$ cat config.mk
export PLATFORM = sky130hd
export DESIGN_NAME = four_motor_pwm_ramp_stepper_unit_flat
export DESIGN_NICKNAME = d
export VERILOG_FILES = /design/src/design/fmprs_pkg.sv /design/src/design/fmprs_if.sv /design/src/design/four_motor_pwm_ramp_stepper_unit.sv /design/src/design/fmprs_motor.sv /design/src/flat_wrapper.sv
export SDC_FILE = /design/constraint.sdc
export NUM_CORES = 1
export LEC_CHECK = 0
export CORE_MARGIN = 10
export CORE_UTILIZATION = 55
export DETAILED_ROUTE_END_ITERATION = 10
export DONT_BUFFER_PORTS = 1
export PLACE_DENSITY = 0.7
export SLEW_MARGIN = 25
export SYNTH_ARGS = -nofsm -noshare
export SYNTH_HDL_FRONTEND = slang
export SYNTH_HIERARCHICAL = 1
export SYNTH_SLANG_ARGS = --single-unit
$ cat constraint.sdc
create_clock -name i_clk -period 4.59 [get_ports i_clk]
set_input_delay 0.918 -clock i_clk [delete_from_list [all_inputs] [get_ports i_clk]]
set_output_delay 0.918 -clock i_clk [all_outputs]
set_load 0.03 [all_outputs]
$ cat src/design/fmprs_pkg.sv
package fmprs_pkg;

    localparam int NUM_MOTORS = 4;
    localparam int MI_W       = 2;

    localparam logic [6:0] PWM_TOP    = 7'd100;
    localparam logic [6:0] FULL_LEVEL = 7'd100;
    localparam logic [7:0] SPEED_MAX  = 8'd100;

    // item kinds
    localparam logic [1:0] MODE_TICK = 2'd0;
    localparam logic [1:0] MODE_ONE  = 2'd1;
    localparam logic [1:0] MODE_ALL  = 2'd2;

    // motor actions
    localparam logic [2:0] ACT_STOP       = 3'd0;
    localparam logic [2:0] ACT_STEP_FWD   = 3'd3;
    localparam logic [2:0] ACT_STEP_BACK  = 3'd4;
    localparam logic [2:0] ACT_STEP_RIGHT = 3'd5;
    localparam logic [2:0] ACT_STEP_LEFT  = 3'd6;

    // ramp phases
    localparam logic [1:0] PH_DOWN = 2'd0;
    localparam logic [1:0] PH_UP   = 2'd1;
    localparam logic [1:0] PH_STEP = 2'd2;

    typedef struct packed {
        logic [1:0]      mode;
        logic [MI_W-1:0] motor_index;
        logic [2:0]      action_code;
        logic [7:0]      speed;
        logic [7:0]      step_count;
    } t_in_item;

    typedef struct packed {
        logic [NUM_MOTORS-1:0] forward_pins;
        logic [NUM_MOTORS-1:0] backward_pins;
        logic                  busy_res;
        logic [NUM_MOTORS-1:0] done_mask;
    } t_out_item;

    // per-motor control for one accepted item
    typedef struct packed {
        logic       tick;   // tick below the period top
        logic       top;    // tick at the period top
        logic       cmd;    // command addressed to this motor
        logic [2:0] act;
        logic [7:0] spd;
        logic [7:0] cnt;
    } t_motor_ctl;

    // per-motor status after the item
    typedef struct packed {
        logic fwd;
        logic back;
        logic done;
    } t_motor_sts;

endpackage

$ cat src/design/fmprs_if.sv
interface fmprs_in_if import fmprs_pkg::*; ();
    logic     valid;
    logic     ready;
    t_in_item data;

    modport source (output valid, output data, input ready);
    modport sink (input valid, input data, output ready);
endinterface

interface fmprs_out_if import fmprs_pkg::*; ();
    logic      valid;
    logic      ready;
    t_out_item data;

    modport source (output valid, output data, input ready);
    modport sink (input valid, input data, output ready);
endinterface

$ cat src/design/four_motor_pwm_ramp_stepper_unit.sv
// Four-channel PWM stepper with a pulsed ramp. Each transfer in is a PWM tick,
// a command for one motor, or a command for all motors; each produces exactly
// one result, presented in the cycle after the input transfer from an output
// register. One item is taken every clock cycle: all four channels update in
// parallel with a compare and an increment each, and the input stays ready
// while the output register is empty or being drained, so the output handshake
// alone sets the rate. The PWM period is 101 ticks; pins clear on the top tick.
module four_motor_pwm_ramp_stepper_unit import fmprs_pkg::*; (
    input  logic      i_clk,
    input  logic      i_rst_n,
    fmprs_in_if.sink  i_in,
    fmprs_out_if.source o_out
);

    logic       in_xfer;
    logic [6:0] r_pwm_count, n_pwm_count;
    logic       r_busy, n_busy;
    logic       r_out_valid;
    t_out_item  r_out;
    t_in_item   item;
    logic       is_tick, is_top;

    t_motor_ctl            motor_ctl [NUM_MOTORS];
    t_motor_sts            motor_sts [NUM_MOTORS];
    logic [NUM_MOTORS-1:0] fwd_vec, back_vec, done_vec, cmd_vec;

    assign item     = i_in.data;
    assign i_in.ready = !r_out_valid || o_out.ready;
    assign in_xfer  = i_in.valid && i_in.ready;

    assign is_tick = in_xfer && (item.mode == MODE_TICK) && (r_pwm_count < PWM_TOP);
    assign is_top  = in_xfer && (item.mode == MODE_TICK) && !(r_pwm_count < PWM_TOP);

    for (genvar m = 0; m < NUM_MOTORS; m++) begin : g_motor
        logic [7:0] spd_m;

        always_comb begin
            spd_m = item.speed;
            // split speed between even and odd motors on all-motor turn commands
            if (item.action_code == ACT_STEP_RIGHT && (m % 2) == 1) spd_m = '0;
            else if (item.action_code == ACT_STEP_LEFT && (m % 2) == 0) spd_m = '0;
        end

        assign cmd_vec[m] = in_xfer &&
            ((item.mode == MODE_ALL) ||
             (item.mode == MODE_ONE && item.motor_index == MI_W'(m)));

        assign motor_ctl[m].tick = is_tick;
        assign motor_ctl[m].top  = is_top;
        assign motor_ctl[m].cmd  = cmd_vec[m];
        assign motor_ctl[m].act  = item.action_code;
        assign motor_ctl[m].spd  = (item.mode == MODE_ALL) ? spd_m : item.speed;
        assign motor_ctl[m].cnt  = item.step_count;

        fmprs_motor u_motor (
            .i_clk       (i_clk),
            .i_rst_n     (i_rst_n),
            .i_ctl       (motor_ctl[m]),
            .i_pwm_count (r_pwm_count),
            .o_sts       (motor_sts[m])
        );

        assign fwd_vec[m]  = motor_sts[m].fwd;
        assign back_vec[m] = motor_sts[m].back;
        assign done_vec[m] = motor_sts[m].done;
    end

    always_comb begin
        n_pwm_count = r_pwm_count;
        n_busy      = r_busy;
        if (is_tick) n_pwm_count = r_pwm_count + 7'd1;
        if (is_top) begin
            n_pwm_count = '0;
            if (|done_vec) n_busy = 1'b0;
        end
        if (|cmd_vec) n_busy = 1'b1;
    end

    always_ff @(posedge i_clk) begin
        if (!i_rst_n) begin
            r_pwm_count <= '0;
            r_busy      <= 1'b0;
            r_out_valid <= 1'b0;
        end else begin
            r_pwm_count <= n_pwm_count;
            r_busy      <= n_busy;
            if (in_xfer)          r_out_valid <= 1'b1;
            else if (o_out.ready) r_out_valid <= 1'b0;
        end
    end

    always_ff @(posedge i_clk) begin
        if (in_xfer) begin
            r_out.forward_pins  <= fwd_vec;
            r_out.backward_pins <= back_vec;
            r_out.busy_res      <= n_busy;
            r_out.done_mask     <= done_vec;
        end
    end

    assign o_out.valid = r_out_valid;
    assign o_out.data  = r_out;

endmodule

$ cat src/design/fmprs_motor.sv
module fmprs_motor import fmprs_pkg::*; (
    input  logic       i_clk,
    input  logic       i_rst_n,
    input  t_motor_ctl i_ctl,
    input  logic [6:0] i_pwm_count,
    output t_motor_sts o_sts
);

    logic [6:0] r_level,  n_level;
    logic [6:0] r_target, n_target;
    logic [7:0] r_steps,  n_steps;
    logic [1:0] r_phase,  n_phase;
    logic [2:0] r_act,    n_act;
    logic       r_idle,   n_idle;
    logic       r_fwd,    n_fwd;
    logic       r_back,   n_back;
    logic       n_done;

    always_comb begin
        n_level  = r_level;
        n_target = r_target;
        n_steps  = r_steps;
        n_phase  = r_phase;
        n_act    = r_act;
        n_idle   = r_idle;
        n_fwd    = r_fwd;
        n_back   = r_back;
        n_done   = 1'b0;

        if (i_ctl.cmd) begin
            n_act = (i_ctl.act <= ACT_STEP_LEFT) ? i_ctl.act : ACT_STOP;
            if (i_ctl.spd > SPEED_MAX) begin
                n_level = '0;
            end else begin
                n_level  = FULL_LEVEL;
                n_target = FULL_LEVEL - i_ctl.spd[6:0];
            end
            n_steps = i_ctl.cnt;
            n_phase = PH_DOWN;
            n_idle  = (i_ctl.spd == 8'd0);
        end else if (i_ctl.tick) begin
            if (r_level == i_pwm_count) begin
                if (r_act == ACT_STEP_BACK) begin
                    n_fwd  = 1'b0;
                    n_back = 1'b1;
                end else if (r_act == ACT_STEP_FWD || r_act == ACT_STEP_RIGHT ||
                             r_act == ACT_STEP_LEFT) begin
                    n_fwd  = 1'b1;
                    n_back = 1'b0;
                end
            end
        end else if (i_ctl.top) begin
            n_fwd  = 1'b0;
            n_back = 1'b0;
            if (!r_idle) begin
                case (r_phase)
                    PH_DOWN: begin
                        if (r_target < r_level) n_level = r_level - 7'd1;
                        else                    n_phase = PH_UP;
                    end
                    PH_UP: begin
                        if (r_level < FULL_LEVEL) n_level = r_level + 7'd1;
                        else                      n_phase = PH_STEP;
                    end
                    PH_STEP: begin
                        if (r_steps > 8'd1) begin
                            n_steps = r_steps - 8'd1;
                        end else begin
                            n_target = FULL_LEVEL;
                            n_done   = 1'b1;
                        end
                        n_phase = PH_DOWN;
                    end
                    default: begin
                        // unused phase: hold
                    end
                endcase
            end
        end
    end

    always_ff @(posedge i_clk) begin
        if (!i_rst_n) begin
            r_level  <= '0;
            r_target <= FULL_LEVEL;
            r_steps  <= '0;
            r_phase  <= PH_DOWN;
            r_act    <= ACT_STOP;
            r_idle   <= 1'b0;
            r_fwd    <= 1'b0;
            r_back   <= 1'b0;
        end else begin
            r_level  <= n_level;
            r_target <= n_target;
            r_steps  <= n_steps;
            r_phase  <= n_phase;
            r_act    <= n_act;
            r_idle   <= n_idle;
            r_fwd    <= n_fwd;
            r_back   <= n_back;
        end
    end

    assign o_sts.fwd  = n_fwd;
    assign o_sts.back = n_back;
    assign o_sts.done = n_done;

endmodule
$ cat src/flat_wrapper.sv
// flat-port wrapper written by rule: the top's interface ports become plain ports
module four_motor_pwm_ramp_stepper_unit_flat import fmprs_pkg::*;
  (i_clk, i_rst_n, i_in_valid, i_in_data, i_in_ready, o_out_valid, o_out_data, o_out_ready);
  fmprs_in_if i_in_i ();
  fmprs_out_if o_out_i ();
  input  logic i_clk;
  input  logic i_rst_n;
  input wire logic [$bits(i_in_i.valid)-1:0] i_in_valid;
  input wire logic [$bits(i_in_i.data)-1:0] i_in_data;
  output wire logic [$bits(i_in_i.ready)-1:0] i_in_ready;
  output wire logic [$bits(o_out_i.valid)-1:0] o_out_valid;
  output wire logic [$bits(o_out_i.data)-1:0] o_out_data;
  input wire logic [$bits(o_out_i.ready)-1:0] o_out_ready;
  assign i_in_i.valid = i_in_valid;
  assign i_in_i.data = i_in_data;
  assign i_in_ready = i_in_i.ready;
  assign o_out_valid = o_out_i.valid;
  assign o_out_data = o_out_i.data;
  assign o_out_i.ready = o_out_ready;
  four_motor_pwm_ramp_stepper_unit u_core (.i_clk(i_clk), .i_rst_n(i_rst_n), .i_in(i_in_i), .o_out(o_out_i));
endmodule
# Yosys cells after proc, flatten, opt, wreduce, memory -nomap -nowiden
# Cells that the tools add are included.
# W data, S select, Z words.
[totals]
ff_bits = 142
output_inout_bits = 15
elab_cells = 396
[classes]
add_sub_neg = 15
n_lt_le_gt_ge = 16
eq_ne = 67
muxes = 174
bitwise = 6
reduce_logical = 79
[op_table]
columns = ["op", "count"]
rows = [
  ["$mux W7", 52],
  ["$mux W8", 28],
  ["$mux W1", 77],
  ["$reduce_and A6 Y1", 12],
  ["$pmux W7 S2", 4],
  ["$eq A3 B3 Y1 const B", 14],
  ["$add A7 B1 Y7 const B", 5],
  ["$lt A7 B7 Y1 const B", 5],
  ["$gt A8 B1 Y1 const B", 4],
  ["$ne A2 B2 Y1 const B", 16],
  ["$sub A8 B1 Y8 const B", 4],
  ["$eq A7 B7 Y1", 4],
  ["$lt A7 B7 Y1", 4],
  ["$sub A7 B1 Y7 const B", 4],
  ["$reduce_bool A2 Y1", 13],
  ["$ne A3 B2 Y1 const B", 8],
  ["$pmux W2 S3", 4],
  ["$reduce_bool A3 Y1", 8],
  ["$reduce_and A5 Y1", 4],
  ["$gt A8 B7 Y1 const B", 2],
  ["$logic_not A8 Y1", 2],
  ["$mux W2", 8],
  ["$ne A2 B1 Y1 const B", 8],
  ["$eq A2 B2 Y1 const B", 7],
  ["other kinds (12)", 60],
]

# Depth between registers and ports, before layout
[logic_depth]
word_depth = 12
mapped_depth = 12
mapped_depth_nobuf = 11

# Modules after synthesis
# The synthesis kept the hierarchy.
[modules_own_cells]
columns = ["module", "n_inst", "cells_each", "area_per_inst_um2"]
rows = [
  ["fmprs_motor (u_core.g_motor[0].u_motor ...)", 2, 255, 2132.0],
  ["fmprs_motor (u_core.g_motor[3].u_motor)", 1, 260, 2199.6],
  ["fmprs_motor (u_core.g_motor[1].u_motor)", 1, 255, 2133.3],
  ["four_motor_pwm_ramp_stepper_unit", 1, 101, 1096.1],
]

# Worst setup path before layout
# Ideal clock, no wire load.
[synth_timing]
kind = "input to register"
start = "input port o_out_ready"
end = "register u_core.r_busy"
t_arrival_ns = 3.206
setup_slack_ns = 1.325
cell_stages = 11
cell_sequence = "nand2b_1 -> clkbuf_2 -> nand4_4 -> inv_1 -> and4bb_4 -> and4_1 -> buf_2 -> buf_4 -> or4_1 -> a21oi_1 -> and2_1"
[synth_via]
word_cells_on_any_way = 26
classes_between = "mux: 15; reduce/logical: 11"
[synth_rtl]
columns = ["element", "line_no", "source"]
rows = [
  ["start, declared", "flat_wrapper.sv:13", "input wire logic [$bits(o_out_i.ready)-1:0] o_out_ready;"],
  ["$logic_or A1 B1 Y1", "four_motor_pwm_ramp_stepper_unit.sv:28", "assign i_in.ready = !r_out_valid || o_out.ready;"],
  ["named net i_in_ready", "flat_wrapper.sv:10", "output wire logic [$bits(i_in_i.ready)-1:0] i_in_ready;"],
  ["$logic_and A1 B1 Y1", "four_motor_pwm_ramp_stepper_unit.sv:29", "assign in_xfer = i_in.valid && i_in.ready;"],
  ["$logic_and A1 B1 Y1 (2 in a row)", "four_motor_pwm_ramp_stepper_unit.sv:31", "assign is_tick = in_xfer && (item.mode == MODE_TICK) && (r_pwm_count < PWM_TOP);"],
  ["named net u_core.is_tick", "four_motor_pwm_ramp_stepper_unit.sv:21", "logic is_tick, is_top;"],
  ["$mux W1", "fmprs_motor.sv:41", "end else if (i_ctl.tick) begin"],
  ["$mux W1", "fmprs_motor.sv:30", "if (i_ctl.cmd) begin"],
  ["named net u_core.g_motor[3].u_motor.n_done", "fmprs_motor.sv:17", "logic n_done;"],
  ["$reduce_or A4 Y1", "four_motor_pwm_ramp_stepper_unit.sv:74", "if (|done_vec) n_busy = 1'b0;"],
  ["$mux W1", "four_motor_pwm_ramp_stepper_unit.sv:74", ""],
  ["$mux W1", "four_motor_pwm_ramp_stepper_unit.sv:72", "if (is_top) begin"],
  ["$mux W1", "four_motor_pwm_ramp_stepper_unit.sv:76", "if (|cmd_vec) n_busy = 1'b1;"],
  ["named net u_core.n_busy", "four_motor_pwm_ramp_stepper_unit.sv:17", "logic r_busy, n_busy;"],
  ["end signal, assigned", "four_motor_pwm_ramp_stepper_unit.sv:86", "r_busy <= n_busy;"],
  ["end, declared", "four_motor_pwm_ramp_stepper_unit.sv:17", ""],
]
# The timed path passes the listed nets, and every way through them passes these cells.
# A chain may end at the register's enable or synchronous reset.

# Worst setup path after layout
[layout_timing]
start = "register u_core.r_pwm_count[3]"
end = "register u_core.g_motor[2].u_motor.r_steps[5]"
[layout_via]
elab_chain_cells = 5
word_cells_on_any_way = 7
classes_between = "order compare: 1; eq/ne: 1; reduce/logical: 5"
[layout_rtl]
columns = ["element", "line_no", "source"]
rows = [
  ["start, declared", "four_motor_pwm_ramp_stepper_unit.sv:16", "logic [6:0] r_pwm_count, n_pwm_count;"],
  ["start signal, assigned", "four_motor_pwm_ramp_stepper_unit.sv:85", "r_pwm_count <= n_pwm_count;"],
  ["$lt A7 B7 Y1", "four_motor_pwm_ramp_stepper_unit.sv:32", "assign is_top = in_xfer && (item.mode == MODE_TICK) && !(r_pwm_count < PWM_TOP);"],
  ["$logic_not A1 Y1", "four_motor_pwm_ramp_stepper_unit.sv:32", ""],
  ["$logic_and A1 B1 Y1", "four_motor_pwm_ramp_stepper_unit.sv:32", ""],
  ["named net u_core.is_top", "four_motor_pwm_ramp_stepper_unit.sv:21", ""],
  ["$reduce_bool A2 Y1 (no source line)", "n/a", ""],
  ["$reduce_and A5 Y1 (no source line)", "n/a", ""],
  ["end signal, assigned", "fmprs_motor.sv:95", "r_steps <= n_steps;"],
  ["end, declared", "fmprs_motor.sv:11", "logic [7:0] r_steps, n_steps;"],
]
# The timed path passes the listed nets, and every way through them passes these cells.

==> flow_metrics.tcl <==
set metrics [dict create \
    arrival_ns 3.64 \
    busiest_layer "met2" \
    synthTopCellsByArea "dfxtp_1 27%, ha_1 9.4%, xnor2_1 4.4%" \
    maxCapViolCount 0 \
    clkSlewWorstSetupHoldPaths_ns 0.07 \
    setup_slack_ns 1.275 \
    tightest_slew_ns 0.9685 \
    yosysMostFrequentCell "dfxtp_1" \
    relSlewSlack_pct 35.30 \
    crit_required_ns 4.91 \
    ys_seq_elements 142 \
    cts_tree "yes" \
    dieArea_mm2 0.02333 \
    ir_worst_vdd_mv 0.4253 \
    cts_hold_buf 0 \
    synth_ff_type "dfxtp_1" \
    grt_use_met3_pct 5.786 \
    grtUsageMet2_pct 30.15 \
    vias_per_cell 6.007 \
    syn_inst 1126 \
    clkLatencyLatePin_ns 0.43 \
    dp_hpwl_um 17050 \
    hold_path.class "reg -> reg" \
    ys_seq_area_share_pct 30.67 \
    synth_nets 1230 \
    synth_cell_types 86 \
    yosys_warnings 6 \
    stdcell_count 1348 \
    rsz0062_at_grt "no" \
    grt_pass1_vias 7475 \
    start_util_pct 56.04 \
    core_area_mm2 0.01730 \
    die_w_um 152.8 \
    cts_sinks 142 \
    synthArstFlopShare_pct 0 \
    port_buffers 0 \
    worstPathMaxFanout 13 \
    drtIter0Drc 551 \
    h-tree-depth 4 \
    finalHoldViolCount 0 \
    setup_tns_ns 0 \
    setup_viol 0 \
    syn_area_per_cell_um2 8.608 \
    cts_resized 0 \
    dp.cells 1314 \
    dr.pass1.iters 5 \
    drc 0 \
    place_area_mm2 0.009821 \
    post_cts_buffers 0 \
    final_nets 1212 \
    dp_slack_ns 0.9605 \
    final_area_mm2 0.01041 \
    vias 8098 \
    yosys.area.top_type_share_pct 26.64 \
    cts_buffer_depth 2 \
    ys_top_cells_by_count "129 x dfxtp_1, 92 x nand2_1, 73 x ha_1" \
    fill_cells 1523 \
    wirelength_um 24360 \
    drive_above_1_share_pct 8.385 \
    antenna_found_initial 2 \
    yosysTopAreaCell "dfxtp_1" \
    cts_root_buf "clkbuf_16" \
    cts-buffers-inserted 17 \
    fin_crit_ns 3.315 \
    met1_usage_pct 27.68 \
    area_growth_pct 7.397 \
    power_density_mw_per_mm2 295.4 \
    timing.final.crit_share_pct 72.22 \
    num_io_pins 42 \
    wire_per_inst_um 18.07 \
    crit_path_end_kind "flip-flop" \
    p_leak_nw 4.003 \
    crit_path_start_kind "flip-flop" \
    place.gp.congestion 0.8550 \
    antenna_left 0 \
    postLayoutCoreUtil_pct 60.19 \
    grt_usage_pct 20.31 \
    std_cell_rows 48 \
    grt-ovfl-total 0 \
    grt_pass1_wl_um 39480 \
    path_class "reg -> reg" \
    slew_violations 0 \
    finClkSkew_ns 0.01055 \
    status "complete, no violations" \
    synth-edff-count 13 \
    grt_max_degree 113 \
    die_h_um 152.8 \
    synthesis.area_mm2 0.009693 \
    timing.fmax_mhz 301.7 \
]
## logic make-up after synthesis
| logic type | synth area share (%) |
|---|---|
| adder cells (fa/ha/maj) | 10.25 |
| flip-flops | 30.67 |
| AND/OR/NAND/NOR | 21.78 |
| buffers and inverters | 5.073 |
| multiplexers | 1.549 |
| XOR/XNOR | 7.771 |
| AO/OA/AOI/OAI | 22.91 |
## area by class of cell
cell class	count	area, µm²	share of cell area [%]
flip-flops and latches	142	2973	28.56
multi-input cells	868	6240	59.94
repair buffers	8	60.06	0.5769
clock buffers	17	425.4	4.087
inverters	71	266.5	2.560
diodes	2	5.005	0.04808
clock inverters	15	158.9	1.526
well taps	225	281.5	2.704
## state kept, by name, summed over array words and instances, names as in the netlist
register and count:
u_core/g_motor.u_motor/r_idle 4, u_core/g_motor.u_motor/r_fwd 4, u_core/g_motor.u_motor/r_target 28, u_core/r_pwm_count 7, u_core/o_out.data 13, u_core/g_motor.u_motor/r_back 4
u_core/g_motor.u_motor/r_phase 8, u_core/g_motor.u_motor/r_steps 32, u_core/o_out.valid 1, u_core/r_busy 1, u_core/g_motor.u_motor/r_act 12, u_core/g_motor.u_motor/r_level 28
## critical path, stage by stage, from the launching register on
cell and delay (ns):
dfxtp_1 0.83, o311a_2 0.32, and4_1 0.59, nand4bb_1 0.31
a31oi_2 0.37, nand3_1 0.19, nor4_1 0.26, xor2_1 0.11
o211a_1 0.22
## per-stage QoR
| step | total power [W] | hold WS, ns |
|---|---|---|
| floorplan | 0.001633 | 0.4447 |
| global placement | 0.001691 | 0.4591 |
| detailed placement | 0.001698 | 0.4674 |
| CTS | 0.003092 | 0.4752 |
| global route | 0.003198 | 0.4957 |
| finish | 0.003075 | 0.4730 |
## path summary, 6_finish.rpt
| path | cells after the start | startpoint | slack, ns | to |
|---|---|---|---|---|
| max | 8 | u_core/r_pwm_count[3] | 1.28 | u_core/g_motor[2].u_motor/r_steps[5] |
| max reg2reg | 8 | u_core/r_pwm_count[3] | 1.28 | u_core/g_motor[2].u_motor/r_steps[5] |
| min reg2reg | 2 | u_core/g_motor[0].u_motor/r_target[4] | 0.47 | u_core/g_motor[0].u_motor/r_target[4] |
| min | 2 | u_core/g_motor[0].u_motor/r_target[4] | 0.47 | u_core/g_motor[0].u_motor/r_target[4] |
## where the power goes
group | internal [W] | leakage, nW | switching (W) | total (W)
sequential | 0.00129 | 1.18 | 0.0000554 | 0.00134
clock | 0.000809 | 0.290 | 0.000589 | 0.00140
combinational | 0.000139 | 2.54 | 0.000196 | 0.000335
## cell usage in the layout (no fill, tap or decap), drive strengths merged, types with 7 or more instances in the layout
cell / count
a211oi: 21
a21boi: 27
a21o: 9
a21oi: 62
a31oi: 11
and2: 14
buf: 8
clkbuf: 17
dfxtp: 129
edfxtp: 13
ha: 73
inv: 79
mux2i: 15
nand2: 92
nand2b: 43
nand3: 51
nand4: 11
nor2: 57
nor2b: 33
nor3: 34
nor3b: 7
nor4: 18
o211a: 14
o21a: 10
o21ai: 66
o311a: 7
o31ai: 11
xnor2: 49
xor2: 37
## per-layer routing
layer | vias to the layer above | part of all wire, %
li1 | 4018 | -
met1 | 3824 | 47
met2 | 220 | 44
met3 | 34 | 7.7
met4 | 2 | 2.1
met5 | - | 0.053
(Power assumes the default switching activity.)
